### src/rtl/core/sbpm_pkg.sv
package sbpm_pkg;

  localparam int BIN_COUNT_DEF = 512;
  localparam int MAG_WIDTH_DEF = 24;
  localparam int MAX_BANDS     = 512;

  localparam int BIN_W      = 9;
  localparam int MAG_W      = 24;
  localparam int SLOT_W     = 9;
  localparam int BVAL_W     = 10;
  localparam int COUNT_W    = 10;
  localparam int GAIN_W     = 16;
  localparam int SUM_W      = 33;
  localparam int BINS_W     = 10;
  localparam int PTR_W      = 9;
  localparam int PROD_W     = MAG_W + GAIN_W;
  localparam int GAIN_FRAC  = 8;
  localparam int CFG_IDX_W  = 3;
  localparam int CFG_DATA_W = 24;
  localparam int QUEUE_DEPTH = 2;

  localparam logic [MAG_W-1:0] PEAK_MIN = MAG_W'(384);

  typedef enum logic [1:0] {
    REQ_BIN    = 2'd0,
    REQ_WRITE  = 2'd1,
    REQ_CLEAR  = 2'd2,
    REQ_IGNORE = 2'd3
  } req_code_t;

  typedef enum logic [1:0] {
    CMD_BIN   = 2'd0,
    CMD_WRITE = 2'd1,
    CMD_CLEAR = 2'd2
  } cmd_kind_t;

  typedef enum logic [CFG_IDX_W-1:0] {
    CFG_BAND_COUNT   = 3'd0,
    CFG_SCALE_GAIN   = 3'd1,
    CFG_FALLOFF      = 3'd2,
    CFG_HEIGHT_LIMIT = 3'd3,
    CFG_NOISE_FLOOR  = 3'd4
  } cfg_reg_t;

  typedef enum logic [3:0] {
    ST_SWEEP,
    ST_IDLE,
    ST_LO,
    ST_HI,
    ST_ACC,
    ST_DIV,
    ST_MUL,
    ST_PEAK
  } back_state_t;

  typedef struct packed {
    cmd_kind_t           kind;
    logic [BIN_W-1:0]    bin_index;
    logic [MAG_W-1:0]    addend;
    logic [SLOT_W-1:0]   slot;
    logic [BVAL_W-1:0]   value;
  } cmd_t;

  typedef struct packed {
    logic full;
    logic empty;
  } fifo_stat_t;

  typedef struct packed {
    logic [COUNT_W-1:0] count;
    logic [GAIN_W-1:0]  gain;
    logic [MAG_W-1:0]   falloff;
    logic [MAG_W-1:0]   limit;
    logic [MAG_W-1:0]   noise;
  } cfg_t;

endpackage

### src/rtl/core/sbpm_front.sv
module sbpm_front #(
  parameter int BIN_COUNT = sbpm_pkg::BIN_COUNT_DEF,
  parameter int MAG_WIDTH = sbpm_pkg::MAG_WIDTH_DEF
) (
  input  logic                        in_valid,
  output logic                        in_ready,
  input  logic [1:0]                  req_type,
  input  logic [sbpm_pkg::BIN_W-1:0]  bin_index,
  input  logic [sbpm_pkg::MAG_W-1:0]  magnitude,
  input  logic [sbpm_pkg::SLOT_W-1:0] table_slot,
  input  logic [sbpm_pkg::BVAL_W-1:0] table_value,
  input  sbpm_pkg::cfg_t              cfg,
  input  sbpm_pkg::fifo_stat_t        qstat,
  input  logic                        back_ready,
  output logic                        push,
  output sbpm_pkg::cmd_t              cmd
);

  localparam int KEEP_W = (MAG_WIDTH < sbpm_pkg::MAG_W) ? MAG_WIDTH : sbpm_pkg::MAG_W;
  localparam logic [sbpm_pkg::MAG_W-1:0] KEEP_MASK =
    {sbpm_pkg::MAG_W{1'b1}} >> (sbpm_pkg::MAG_W - KEEP_W);

  logic [sbpm_pkg::MAG_W-1:0] mag;
  logic                       slot_ok;
  logic                       wanted;

  assign in_ready = back_ready && !qstat.full;
  assign mag      = magnitude & KEEP_MASK;
  assign slot_ok  = 32'(table_slot) < BIN_COUNT;

  always_comb begin
    cmd.bin_index = bin_index;
    cmd.addend    = (mag > cfg.noise) ? mag : '0;
    cmd.slot      = table_slot;
    cmd.value     = table_value;
    unique case (sbpm_pkg::req_code_t'(req_type))
      sbpm_pkg::REQ_BIN: begin
        cmd.kind = sbpm_pkg::CMD_BIN;
        wanted   = 1'b1;
      end
      sbpm_pkg::REQ_WRITE: begin
        cmd.kind = sbpm_pkg::CMD_WRITE;
        wanted   = slot_ok;
      end
      sbpm_pkg::REQ_CLEAR: begin
        cmd.kind = sbpm_pkg::CMD_CLEAR;
        wanted   = 1'b1;
      end
      default: begin
        cmd.kind = sbpm_pkg::CMD_BIN;
        wanted   = 1'b0;
      end
    endcase
  end

  assign push = in_valid && in_ready && wanted;

endmodule

### config.mk
export PLATFORM = sky130hd
export DESIGN_NAME = sbpm_front
export DESIGN_NICKNAME = d
export VERILOG_FILES = /design/src/rtl/core/sbpm_pkg.sv /design/src/rtl/core/sbpm_front.sv
export SDC_FILE = /design/constraint.sdc
export NUM_CORES = 1
export LEC_CHECK = 0
export BUFFER_PORTS_ARGS = -buffer_cell sky130_fd_sc_hd__buf_2
export CAP_MARGIN = 20
export CORE_AREA = 5 5 79 81
export DETAILED_ROUTE_END_ITERATION = 12
export DIE_AREA = 0 0 84 86
export PLACE_DENSITY = 0.79
export SLEW_MARGIN = 20
export SYNTH_ARGS = -nofsm -noshare
export SYNTH_HDL_FRONTEND = slang
export SYNTH_SLANG_ARGS = --single-unit
export TNS_END_PERCENT = 100
### constraint.sdc
create_clock -name vclk -period 2.75
set_input_delay 0.55 -clock vclk [all_inputs]
set_output_delay 0.55 -clock vclk [all_outputs]
set_load 0.005 [all_outputs]
# After elaboration in Yosys (flattened, before gate mapping)
# Index checks and enable logic that the tools add are counted.
[totals]
elab_cells = 12
in_bits = 156
ff_bits = 0
output_inout_bits = 56
[classes]
reduce_logical = 6
n_mux = 3
magnitude_cmp = 1
eq_ne = 2
[ops]
columns = ["operator", "count"]
rows = [
  ["$gt A24 B24 Y1", 1],
  ["$mux W24", 1],
  ["$pmux W2 S2", 1],
  ["$logic_and A1 B1 Y1", 3],
  ["$reduce_or A3 Y1", 1],
  ["$eq A2 B1 Y1 const B", 1],
  ["$eq A2 B2 Y1 const B", 1],
  ["$logic_not A2 Y1", 1],
  ["$logic_not A1 Y1", 1],
  ["$mux W1", 1],
]

# Longest topological paths before layout
[depth]
depth_word = 4
depth_mapped = 8
ltp_nobuf = 7

# Least setup slack after synthesis
# No wires, ideal clock.
[synth_path]
path_type = "input to output"
startpoint = "in cfg[2] (netlist name)"
endpoint = "out cmd[22] (netlist name)"
slack_ns = 0.201
required_time_ns = 2.200
arrival_time_ns = 1.999
stages = 8
cell_sequence = "inv_1 ha_1 a21o_1 a211oi_2 o221ai_2 a211oi_4 buf_6 nor2_2"
[synth_lines]
columns = ["element", "line", "text"]
rows = [
  ["start, declared", "sbpm_front.sv:12", "input sbpm_pkg::cfg_t cfg,"],
  ["end, declared", "sbpm_front.sv:16", "output sbpm_pkg::cmd_t cmd"],
]

==> metrics.txt <==
run status complete, but fails checks; failing checks setup timing; met3 routed WL around 440 um; synth-to-layout area growth 100.0%; most common cell after layout, fill and taps aside sky130_fd_sc_hd__buf_2; Setup Total Neg Slack -0.02067 ns; Routability Congestion between 0.7 and 0.8; Hold Path Stages 0; setup repair after global routing missed its margin true; sequential standard cell area 0 um^2; gr usage total approximately 11%; die outline width between 80 and 90 um; worst max-slew margin expressed relative to the limit 72.34%; final hold violations 0; number of distinct library cell variants in the gate-level netlist after synthesis 24; transition at the pin with the smallest max-transition slack between 0.4 and 0.5 ns; top sig layer met4; highest achievable clock rate ~360 MHz; largest net degree at the start of global routing 9; mapped cell area roughly 1100 um^2; final cell count without fillers a little over 300; power density relative to cell area 175.8 nW/um^2; Pins Over Slew Limit 0; floorplan die area ~7200 um^2; total half-perimeter wirelength after legalization and detailed placement between 3000 and 4000 um; cell leakage power 1.078 nW; data arrival time of the critical path roughly 2.2 ns; Post-Place Cells ~300; hold endpoint cmd[0]; type of element launching the critical path primary input; warnings from Yosys 0; wire length on met1 1779 um; sequential cell count of the final layout 0; # nets final between 400 and 500; Syn Inst Count ~170; ratio of final minimum period to clock period 100.7%; routed length on met2 between 2000 and 2500 um; shortest period the worst path allows between 2 and 3 ns; via count of the first global-routing pass 1406; Ports approximately 210; maximum vdd drop ~0.089 mV; Worst Hold Slack 1.100 ns; ratio of cells with drive above 1 in the final layout 78.57%; hold path start table_value[0]; Power Total about 400 uW; routed via count about 1400; footprint of the multi-input gates roughly 1300 um^2; antenna diode instance count 0; floorplan core area 5405 um^2; utilization after layout 41.90%; average cell area after synthesis 6.700 um^2; starting utilization of the core area a little over a fifth; FILL cells between 500 and 600; kind of end point of the critical path output port; average routed wire per standard cell between 10 and 15 um; largest fanout on the critical path 7; Initial DRT Pass Iterations 2; worst setup path class primary input to output port; Detailed Route Iter0 Violations 27; Remaining Overflow, GRT 0; sequential fraction of the synthesis area 0%; Std-Cell Rows 27; Placed Area ~1500 um^2; Data required, critical path around 2.2 ns; overall routed net length 4579 um; class of the most critical hold timing path primary input to output port; antenna-violating nets left 0; final instance area 2265 um^2; most frequent cells in the layout sky130_fd_sc_hd__buf_2 (64), sky130_fd_sc_hd__nand2_4 (22), sky130_fd_sc_hd__ha_4 (17); # DRC 0; max-capacitance violation count 0; worst slack after detailed placement -0.1344 ns; nets in the synthesized netlist 349; Die Ht approximately 86 um; post-route setup slack -0.01935 ns; first-pass GRT wire length 6561 um; number of antenna violations at the first check in global routing 0; number of vias per cell after detailed routing roughly 4.4; final setup violation count 2; count of clock buffers in the final design 0; Port-buffer cells just over 80
how the worst max path moves through the flow:
stage | startpoint | endpoint | slack [ns] | cells after the start
2_1_floorplan | cfg[2] | cmd[22] | 0.20 | 8
3_3_place_gp | magnitude[2] | cmd[20] | -0.12 | 9
3_5_place_dp | magnitude[2] | cmd[20] | -0.13 | 9
4_1_cts | cfg[3] | cmd[40] | -0.11 | 12
5_1_grt | cfg[18] | cmd[40] | -0.09 | 12
6_report | magnitude[18] | cmd[36] | -0.02 | 11
layout make-up:
cell class	instances	area share (%)
well taps	72	3.978
multi-input cells	113	58.12
repair buffers	101	33.59
inverters	24	4.309
worst max-delay path, stage by stage:
cell and delay, ns:
sky130_fd_sc_hd__buf_8 0.10, sky130_fd_sc_hd__ha_4 0.26, sky130_fd_sc_hd__nand4_1 0.15, sky130_fd_sc_hd__buf_4 0.18, sky130_fd_sc_hd__nor4_2 0.23, sky130_fd_sc_hd__buf_4 0.17
sky130_fd_sc_hd__a211oi_4 0.07, sky130_fd_sc_hd__buf_6 0.15, sky130_fd_sc_hd__buf_12 0.14, sky130_fd_sc_hd__nor2_2 0.11, sky130_fd_sc_hd__buf_2 0.12
per-layer routing:
layer  up-vias  global-route usage (%)
met1       622                   12.54
li1        660                       -
met5         -                       0
met4         0                   2.485
met3        14                   3.170
met2        69                   20.25
power breakdown:
part	internal (mW)	switching, mW	leakage [nW]
clock	0	0	0
combinational	0.214	0.184	1.08
sequential	0	0	0
what timing repair did:
item / CTS / global route
setup endpoints to repair: 24 / 24
setup buffers: 6 / 1
gates resized for setup: 43 / 107
hold buffers: 0 / 0
gates cloned: 3 / 0
pin swaps: 21 / 46
Yosys cell counts, drive strengths merged:
cell	n	area, um^2
a211oi	2	32.53
a21o	2	15.01
a21oi	10	50.05
a221o	1	10.01
and3	1	6.260
and4b	1	10.01
buf	32	242.7
ha	24	300.3
inv	24	90.09
nand2	30	112.6
nand3	1	5.000
nand4	6	43.79
nor2	26	147.6
nor2b	3	18.77
nor3	1	5.000
nor4	1	12.51
o21ai	3	15.01
o221ai	1	15.01
kinds of logic (layout without fill, tap and decap cells):
| group | count (synthesis) | after routing | synth area share [%] |
|---|---|---|---|
| adders and majority gates | 24 | 24 | 26.52 |
| and+or+nand+nor | 70 | 70 | 31.93 |
| AOI/OAI and AO/OA | 19 | 19 | 12.15 |
| buffers and inverters | 56 | 125 | 29.39 |
No activity file was read; power rests on OpenSTA's default activity.
