File: config.mk
export PLATFORM = sky130hd
export DESIGN_NAME = sbpm_fifo
export DESIGN_NICKNAME = d
export VERILOG_FILES = /design/src/rtl/core/sbpm_pkg.sv /design/src/rtl/core/sbpm_fifo.sv
export SDC_FILE = /design/constraint.sdc
export NUM_CORES = 1
export LEC_CHECK = 0
export BUFFER_PORTS_ARGS = -buffer_cell sky130_fd_sc_hd__buf_2
export CORE_MARGIN = 2
export CORE_UTILIZATION = 52
export DETAILED_ROUTE_END_ITERATION = 10
export GPL_TIMING_DRIVEN = 0
export HOLD_SLACK_MARGIN = 0.02
export PLACE_DENSITY = 0.81
export SETUP_SLACK_MARGIN = 0.4
export SLEW_MARGIN = 0
export SYNTH_ARGS = -nofsm -noshare
export SYNTH_HDL_FRONTEND = slang
export SYNTH_SLANG_ARGS = --single-unit
File: constraint.sdc
create_clock -name clk -period 3.9 [get_ports clk]
set_input_delay 0.39 -clock clk [delete_from_list [all_inputs] [get_ports clk]]
set_output_delay 0.39 -clock clk [all_outputs]
set_load 0.005 [all_outputs]
File: src/rtl/core/sbpm_pkg.sv
package sbpm_pkg;

  localparam int BIN_COUNT_DEF = 512;
  localparam int MAG_WIDTH_DEF = 24;
  localparam int MAX_BANDS     = 512;

  localparam int BIN_W      = 9;
  localparam int MAG_W      = 24;
  localparam int SLOT_W     = 9;
  localparam int BVAL_W     = 10;
  localparam int COUNT_W    = 10;
  localparam int GAIN_W     = 16;
  localparam int SUM_W      = 33;
  localparam int BINS_W     = 10;
  localparam int PTR_W      = 9;
  localparam int PROD_W     = MAG_W + GAIN_W;
  localparam int GAIN_FRAC  = 8;
  localparam int CFG_IDX_W  = 3;
  localparam int CFG_DATA_W = 24;
  localparam int QUEUE_DEPTH = 2;

  localparam logic [MAG_W-1:0] PEAK_MIN = MAG_W'(384);

  typedef enum logic [1:0] {
    REQ_BIN    = 2'd0,
    REQ_WRITE  = 2'd1,
    REQ_CLEAR  = 2'd2,
    REQ_IGNORE = 2'd3
  } req_code_t;

  typedef enum logic [1:0] {
    CMD_BIN   = 2'd0,
    CMD_WRITE = 2'd1,
    CMD_CLEAR = 2'd2
  } cmd_kind_t;

  typedef enum logic [CFG_IDX_W-1:0] {
    CFG_BAND_COUNT   = 3'd0,
    CFG_SCALE_GAIN   = 3'd1,
    CFG_FALLOFF      = 3'd2,
    CFG_HEIGHT_LIMIT = 3'd3,
    CFG_NOISE_FLOOR  = 3'd4
  } cfg_reg_t;

  typedef enum logic [3:0] {
    ST_SWEEP,
    ST_IDLE,
    ST_LO,
    ST_HI,
    ST_ACC,
    ST_DIV,
    ST_MUL,
    ST_PEAK
  } back_state_t;

  typedef struct packed {
    cmd_kind_t           kind;
    logic [BIN_W-1:0]    bin_index;
    logic [MAG_W-1:0]    addend;
    logic [SLOT_W-1:0]   slot;
    logic [BVAL_W-1:0]   value;
  } cmd_t;

  typedef struct packed {
    logic full;
    logic empty;
  } fifo_stat_t;

  typedef struct packed {
    logic [COUNT_W-1:0] count;
    logic [GAIN_W-1:0]  gain;
    logic [MAG_W-1:0]   falloff;
    logic [MAG_W-1:0]   limit;
    logic [MAG_W-1:0]   noise;
  } cfg_t;

endpackage

File: src/rtl/core/sbpm_fifo.sv
module sbpm_fifo (
  input  logic                 clk,
  input  logic                 rst,
  input  logic                 push,
  input  sbpm_pkg::cmd_t       wr_cmd,
  input  logic                 pop,
  output sbpm_pkg::cmd_t       head,
  output sbpm_pkg::fifo_stat_t stat
);

  localparam int AW = $clog2(sbpm_pkg::QUEUE_DEPTH);

  sbpm_pkg::cmd_t  slots [sbpm_pkg::QUEUE_DEPTH];
  logic [AW-1:0]   wr_ptr;
  logic [AW-1:0]   rd_ptr;
  logic [AW:0]     fill;

  assign head       = slots[rd_ptr];
  assign stat.full  = fill == (AW + 1)'(sbpm_pkg::QUEUE_DEPTH);
  assign stat.empty = fill == '0;

  always_ff @(posedge clk) begin
    if (push) begin
      slots[wr_ptr] <= wr_cmd;
    end
  end

  always_ff @(posedge clk) begin
    if (rst) begin
      wr_ptr <= '0;
      rd_ptr <= '0;
      fill   <= '0;
    end else begin
      if (push) begin
        wr_ptr <= wr_ptr + 1'b1;
      end
      if (pop) begin
        rd_ptr <= rd_ptr + 1'b1;
      end
      fill <= fill + (AW + 1)'(push) - (AW + 1)'(pop);
    end
  end

endmodule

Word-level counts from Yosys, hierarchy flattened
Memory sizes are Yosys's and may differ from the RTL's. A register that Yosys moved wholly into a read port is not among the register bits. Cells that the tools add are included.

Add/subtract/negate cells: 4. $mul: 0. Divide/modulo/power cells: 0. Order comparisons: 0. Equality and inequality tests: 1. Shift operators: 0. Mux-type cells: 4. Bitwise gates (word level): 0. Reduce and logical (&&, ||, !) cells: 1.

Operators with widths (count): $mux W1 (4); $add A1 B1 Y1 const B (2); $add A2 B1 Y2 (1); $eq A2 B2 Y1 const B (1); $logic_not A2 Y1 (1); $sub A2 B1 Y2 (1).

Register bits after elaboration: 4. Bits in latches: 0. Memory bits (writable): 108. Bits in read-only memories: 0. Logic and storage cells: 14. Memories: 1.

Memories: slots (words 2, width 54, rd ports 1, clocked after Yosys merged registers in 1, write ports 1, line sbpm_fifo.sv:13) `sbpm_pkg::cmd_t slots [sbpm_pkg::QUEUE_DEPTH];`.

Logic depth before layout (Yosys ltp)
Gate-level depths: netlist of run 1.

Word-level depth: 3. Mapped depth: 6.

Worst setup path after synthesis of run 1
OpenSTA, ideal clock, no wires.

Path type: input-to-reg. Start point: in push. End point: mem slots[0][0] (netlist bit), enable pin. Setup time: 472 ps. Data arrival time: 2777 ps. Data required time: 3428 ps. Slack: 650 ps. Cell stages on the path: 1. Path buffers: 0. Cell sequence: nor2b_1.

Word-level cells in the longest chain between the ends: 2.

Ends and longest elaborated chain: start: declaration (line sbpm_fifo.sv:4) `input logic push,`; $mux W1 (line sbpm_fifo.sv:23) `if (push) begin`; $mux W1 (implied by the code) (line sbpm_fifo.sv:24) `slots[wr_ptr] <= wr_cmd;`; end: declaration (line sbpm_fifo.sv:13).

No other way between the ends.

==> impl_metrics.yaml, run 1 <==
cts:
  cts-root-buf: "clkbuf_8"
  cts_tree: "built"
  cts_made_buffers: 17
  post_cts_resized: 0
  insertion_delay_ns: 0.50
  clockBufferDepth: 2
  htreeDepth: 4
  cts.sinks: 113
  cts_setup_buffers: 0
  clk_pin_slew_ns: 0.05
  postCtsHoldBufs: 0
yosys:
  synth_cells: 189
  synth_fp_nets: 249
  synth_edf_count: 108
  ys_warn_count: 0
  synth_top_cell_area_share_pct: 74.3
  yosysTopAreaCell: "edfxtp_1"
  ys_top_cells_by_count: "edfxtp_1 (108), mux2_4 (50), buf_12 (5), dfxtp_1 (5), nor2_1 (5)"
  yosysUniqueCellTypes: 13
  synth_area_leaders: "edfxtp_1 (74%), mux2_4 (17%), buf_12 (2.3%)"
  syn_area_per_cell_um2: 23.1
  ys_ff_latch: 113
  async_flop_share_pct: 0
  ys_seq_area_share_pct: 76.6
  syn-cell-area_um2: 4370
  yosysMostFrequentCell: "edfxtp_1"
  ys.flop_type: "edfxtp_1"
timing:
  worstMarginPinSlew_ns: 0.770
  slew_headroom_pct: 48.6
  setup_viol: 0
  maxSlewViolCount: 0
  max_freq_mhz: 496
  fin_hold_ws_ns: 0.0748
  fin_skew_ns: 0.00591
  post-route-min-period_ns: 2.02
  rsz0062_at_grt: "no"
  period_share_pct: 51.7
  hold_violations: 0
detailed_routing:
  num_vias: 2135
  drtIter0Drc: 58
  drt_wl_total_um: 7020
  wire_per_inst_um: 15.9
  first_pass_iters: 4
  antenna_left: 0
  drc: 0
  vias_per_cell: 4.84
global_routing:
  grt_max_degree: 31
  grt_pass1_wl_um: 10400
  first_global_vias: 2230
  track_usage_pct: 16.2
  antenna_found_initial: 0
  grt_overflow_total: 0
pwr:
  irDropWorstVdd_mv: 0.319
  power_density_nw_per_um2: 589
  p_leak_uw: 0.00232
  finalPower_uw: 3370
worst_setup_path:
  worstPathMaxFanout: 10
  critPathKind: "register to primary output"
  r2r-end: "slots[1][52]$_DFFE_PP_"
  crit_required_ns: 3.51
  r2r.worst_path.cells: 2
  rr_startpoint: "wr_ptr$_SDFFE_PP0P_"
  rrSetupSlack_ns: 2.28
  arrival_ns: 1.63
  end_kind: "primary output"
  critPathLaunchType: "register"
placement:
  gp_congestion: 0.683
  port_buffers: 113
  post-dp-hpwl_um: 4600
min_path:
  hp-start: "wr_cmd[40]"
  hold_path_class: "primary input to register"
  hold_end: "slots[1][40]$_DFFE_PP_"
  holdPathStages: 1
floorplan:
  die_w_um: 95.6
  ioPinCount: 114
  die-area_um2: 9150
  rows: 33
  core_um2: 8180
  start_util_pct: 53.4
  die_h_um: 95.6
job:
  maxCapViolCount: 0
cells_and_area:
  drive_gt1_share_pct: 60.7
  areaGrowthSynthToFinish_pct: 31.1
  insertedDiodeCount: 0
  final_nets: 383
  nFillCells: 536
run_status:
  status: "finished, final reports clean"
## state kept, by name, indices dropped and copies added, names as in the netlist, named ones only
signal,flops
slots,108
wr_ptr,1
rd_ptr,1
fill,2
## logic make-up after synthesis
family	count (synthesis)	share of synthesized area, %
fa+ha+maj	2	0.573
flops	113	76.6
mux	54	18.2
buf+inv	8	2.72
simple gates	9	1.00
xor+xnor	3	0.917
## report_power, final
group / internal [uW] / switching, uW / total, uW
sequential: 1420 / 22.5 / 1440
clock: 1100 / 494 / 1590
combinational: 202 / 142 / 344
total: 2720 / 658 / 3370
## layout make-up
class | instances | area, um2 | share of cell area, %
Tap cell | 105 | 131 | 2.29
Inverter | 2 | 7.51 | 0.131
Buffer | 6 | 111 | 1.94
Timing Repair Buffer | 115 | 606 | 10.6
Multi-Input combinational cell | 68 | 913 | 15.9
Clock buffer | 21 | 429 | 7.49
Sequential cell | 113 | 3340 | 58.4
Clock inverter | 11 | 185 | 3.23
## worst max path at each step
stage | start | to | slack (ns) | depth (start not counted)
2_1_floorplan | push | slots[0][0]$_DFFE_PP_ | 0.65 | 1
3_3_place_gp | push | slots[0][4]$_DFFE_PP_ | -0.81 | 2
3_5_place_dp | push | slots[0][27]$_DFFE_PP_ | 2.05 | 3
4_1_cts | register | head[36] | 1.85 | 4
5_1_grt | register | head[52] | 1.79 | 4
6_report | register | head[36] | 1.88 | 4
## stage by stage
stage          area [um2]  setup slack, ns  utilization (%)  cells  setup TNS, ns
6_report             5730             1.88             70.0    441              0
5_1_grt              5730             1.79             70.0    441              0
4_1_cts              5730             1.85             70.0    441              0
3_5_place_dp         5110             2.05             62.5    409              0
3_3_place_gp         5060           -0.815             61.9    407         -43.82
2_1_floorplan        4370            0.650                -    189              0
## routing by layer
layer / GRT usage, % / wire length (um) / vias up / part of all wire (%)
met3: 5.61 / 520 / 15 / 7.4
met4: 9.64 / 161 / 0 / 2.3
met1: 18.3 / 2730 / 1023 / 39
met5: 0 / 0 / - / 0
li1: - / - / 1013 / -
met2: 26.7 / 3610 / 84 / 51
## cells in the final DEF, fill, tap and decap left out
cell type	netlist	layout
and2_2	0	1
clkbuf_16	0	16
buf_6	1	1
nor2b_4	0	1
nor2_1	5	5
xnor3_1	1	1
clkbuf_1	0	4
clkinv_1	0	1
dfxtp_1	5	5
nor2b_1	3	2
buf_2	0	113
ha_1	2	2
inv_6	0	1
bufinv_16	0	5
xnor2_1	2	2
clkbuf_8	0	1
clkinv_2	0	3
mux2_2	4	4
clkinvlp_4	0	1
mux2_4	50	50
buf_12	5	7
edfxtp_1	108	108
inv_1	2	2
## critical path, stage by stage, from the launching register on
cell and delay, ns:
dfxtp_1 0.32, buf_6 0.19, buf_12 0.17, mux2_4 0.31
buf_2 0.13
Note: power is estimated with default switching activity, not from simulation.
==> run 2, diff against run 1 <==
--- a/config.mk
+++ b/config.mk
@@ -7,11 +7,11 @@
 export LEC_CHECK = 0
 export BUFFER_PORTS_ARGS = -buffer_cell sky130_fd_sc_hd__buf_2
 export CORE_MARGIN = 2
-export CORE_UTILIZATION = 52
+export CORE_UTILIZATION = 47
 export DETAILED_ROUTE_END_ITERATION = 10
 export GPL_TIMING_DRIVEN = 0
 export HOLD_SLACK_MARGIN = 0.02
-export PLACE_DENSITY = 0.81
+export PLACE_DENSITY = 0.77
 export SETUP_SLACK_MARGIN = 0.4
 export SLEW_MARGIN = 0
 export SYNTH_ARGS = -nofsm -noshare
==> constraint.sdc (replaced) <==
create_clock -name clk -period 1.85 [get_ports clk]
set_input_delay 0.185 -clock clk [delete_from_list [all_inputs] [get_ports clk]]
set_output_delay 0.185 -clock clk [all_outputs]
set_load 0.005 [all_outputs]
==> impl_metrics.yaml, run 2 (synthesis gave the netlist of run 1 again) <==
detailed_routing:
  num_vias: 2382
  drtIter0Drc: 41
  drc: 0
  antenna_left: 0
  vias_per_cell: 4.73
  wire_per_inst_um: 15.6
  first_pass_iters: 4
  drt_wl_total_um: 7850
timing:
  hold_violations: 0
  rsz0062_at_grt: "yes"
  slew_headroom_pct: 71.8
  max_freq_mhz: 565
  fin_skew_ns: 0.00635
  period_share_pct: 95.7
  maxSlewViolCount: 0
  post-route-min-period_ns: 1.77
  fin_hold_ws_ns: 0.217
  setup_viol: 0
  worstMarginPinSlew_ns: 0.423
floorplan:
  core_um2: 9110
  start_util_pct: 47.9
  die-area_um2: 10100
  ioPinCount: 114
  die_w_um: 100
  die_h_um: 100
  rows: 35
placement:
  post-dp-hpwl_um: 4350
  gp_congestion: 0.708
  place_inst: 415
  port_buffers: 113
cts:
  clk_pin_slew_ns: 0.05
  cts_tree: "built"
  cts-root-buf: "clkbuf_8"
  cts.sinks: 113
  clockBufferDepth: 2
  htreeDepth: 4
  insertion_delay_ns: 0.49
  cts_made_buffers: 17
worst_setup_path:
  crit_required_ns: 1.66
  worstPathMaxFanout: 10
  slowest_stage: "dfxtp_4"
  r2r.worst_path.cells: 5
  end_kind: "primary output"
  rrSetupSlack_ns: 0.57
  critPathKind: "register to primary output"
  cp_common_cell: "buf_12"
  arrival_ns: 1.59
  cp-endpoint: "head[13]"
  critical_path.cell_chain: "buf_12 > buf_12 > mux2_4 > buf_2"
  critPathLaunchType: "register"
  r2r-end: "fill[0]$_SDFF_PP0_"
  crit_path_max_incr_delay_ns: 0.37
  rr_startpoint: "fill[0]$_SDFF_PP0_"
job:
  maxCapViolCount: 0
cells_and_area:
  largest_reg_flops: 108
  layout_common_cells: "buf_2 (109), edfxtp_1 (108), dlygate4sd3_1 (57)"
  regMostFlops: "slots"
  nFillCells: 593
  insertedDiodeCount: 0
  areaGrowthSynthToFinish_pct: 45.2
  reg_top3: "slots x108, fill x2"
  layout_commonest_cell: "buf_2"
  drive_gt1_share_pct: 52.2
  layout.cells.non_filler: 504
  final_nets: 444
pwr:
  power_density_nw_per_um2: 1060
  irDropWorstVdd_mv: 0.636
  p_leak_uw: 0.00258
global_routing:
  antenna_found_initial: 0
  grt_overflow_total: 0
  grt_max_degree: 55
  track_usage_pct: 15.6
  first_global_vias: 2431
  grt_pass1_wl_um: 11500
min_path:
  hold_path_class: "primary input to register"
  hp-start: "push"
run_status:
  status: "finished, final reports clean"
[run 2: cell types whose count changed in the layout (fill, tap and decap cells not counted), sizes merged, moves of 2 or more]
cell / before / now
dlygate4sd3: 0 / 57
bufinv: 5 / 2
clkbuf: 21 / 18
buf: 121 / 123
clkinv: 4 / 8
[run 2: layout make-up]
cell class              instances  area (um2)  area share, %
plain buffers                   6         120           1.89
clock buffers                  17         414           6.53
clock inverters                11         100           1.58
inverters                       2        7.51          0.118
multi-input cells              69         938           14.8
flip-flops and latches        113        3350           52.8
well taps                     111         139           2.19
repair buffers                175        1270           20.1
[run 2: report_power, final]
part | switching, uW | leakage, uW | internal (uW)
logic | 334 | 0.00127 | 559
registers | 52.1 | 0.00106 | 2990
clock network | 972 | 0.000250 | 1840
total | 1360 | 0.00258 | 5390
[run 2: worst min path at each step]
stage          slack (ns)                endpoint  depth (start not counted)
3_3_place_gp         0.37  slots[0][43]$_DFFE_PP_                          1
2_1_floorplan        0.25     wr_ptr$_SDFFE_PP0P_                          1
4_1_cts              0.11      fill[0]$_SDFF_PP0_                          3
6_report             0.22      fill[1]$_SDFF_PP0_                          4
3_5_place_dp         0.38  slots[1][34]$_DFFE_PP_                          1
5_1_grt              0.22      fill[1]$_SDFF_PP0_                          4
[run 2: per-layer routing]
layer  share of wire [%]  GRT usage, %  vias up  wire (um)
met2                  52          26.9       81       4120
met3                 5.1          6.34       11        400
met4                 1.1          6.22        0         84
met5                   0             0        -          0
met1                  41          17.1     1155       3250
li1                    -             -     1135          -
[run 2: worst max-delay path, delay by kind of cell (launching register included)]
kind / cells / cell delay, ns
muxes: 1 / 0.30
buffers and inverters: 3 / 0.42
DFF: 1 / 0.37
[run 2: what timing repair did]
action | CTS | global route
hold endpoints to repair | 113 | 0
setup buffers | 2 | 0
hold buffers | 57 | 0
gates cloned | 0 | 2
resized for setup | 3 | 12
setup endpoints to repair | 126 | 108
pin swaps | 0 | 0
[run 2: stage by stage]
stage,setup TNS (ns),cell area (um2),setup WS [ns],total power (uW),util [%]
floorplan,0,4380,0.296,3530,-
global placement,-9.66,5080,-0.181,3790,55.8
detailed placement,-0.770,5140,-0.0166,3830,56.4
CTS,0,6260,0.0279,6770,68.7
global route,0,6340,0.00861,7020,69.6
finish,0,6340,0.0793,6750,69.6
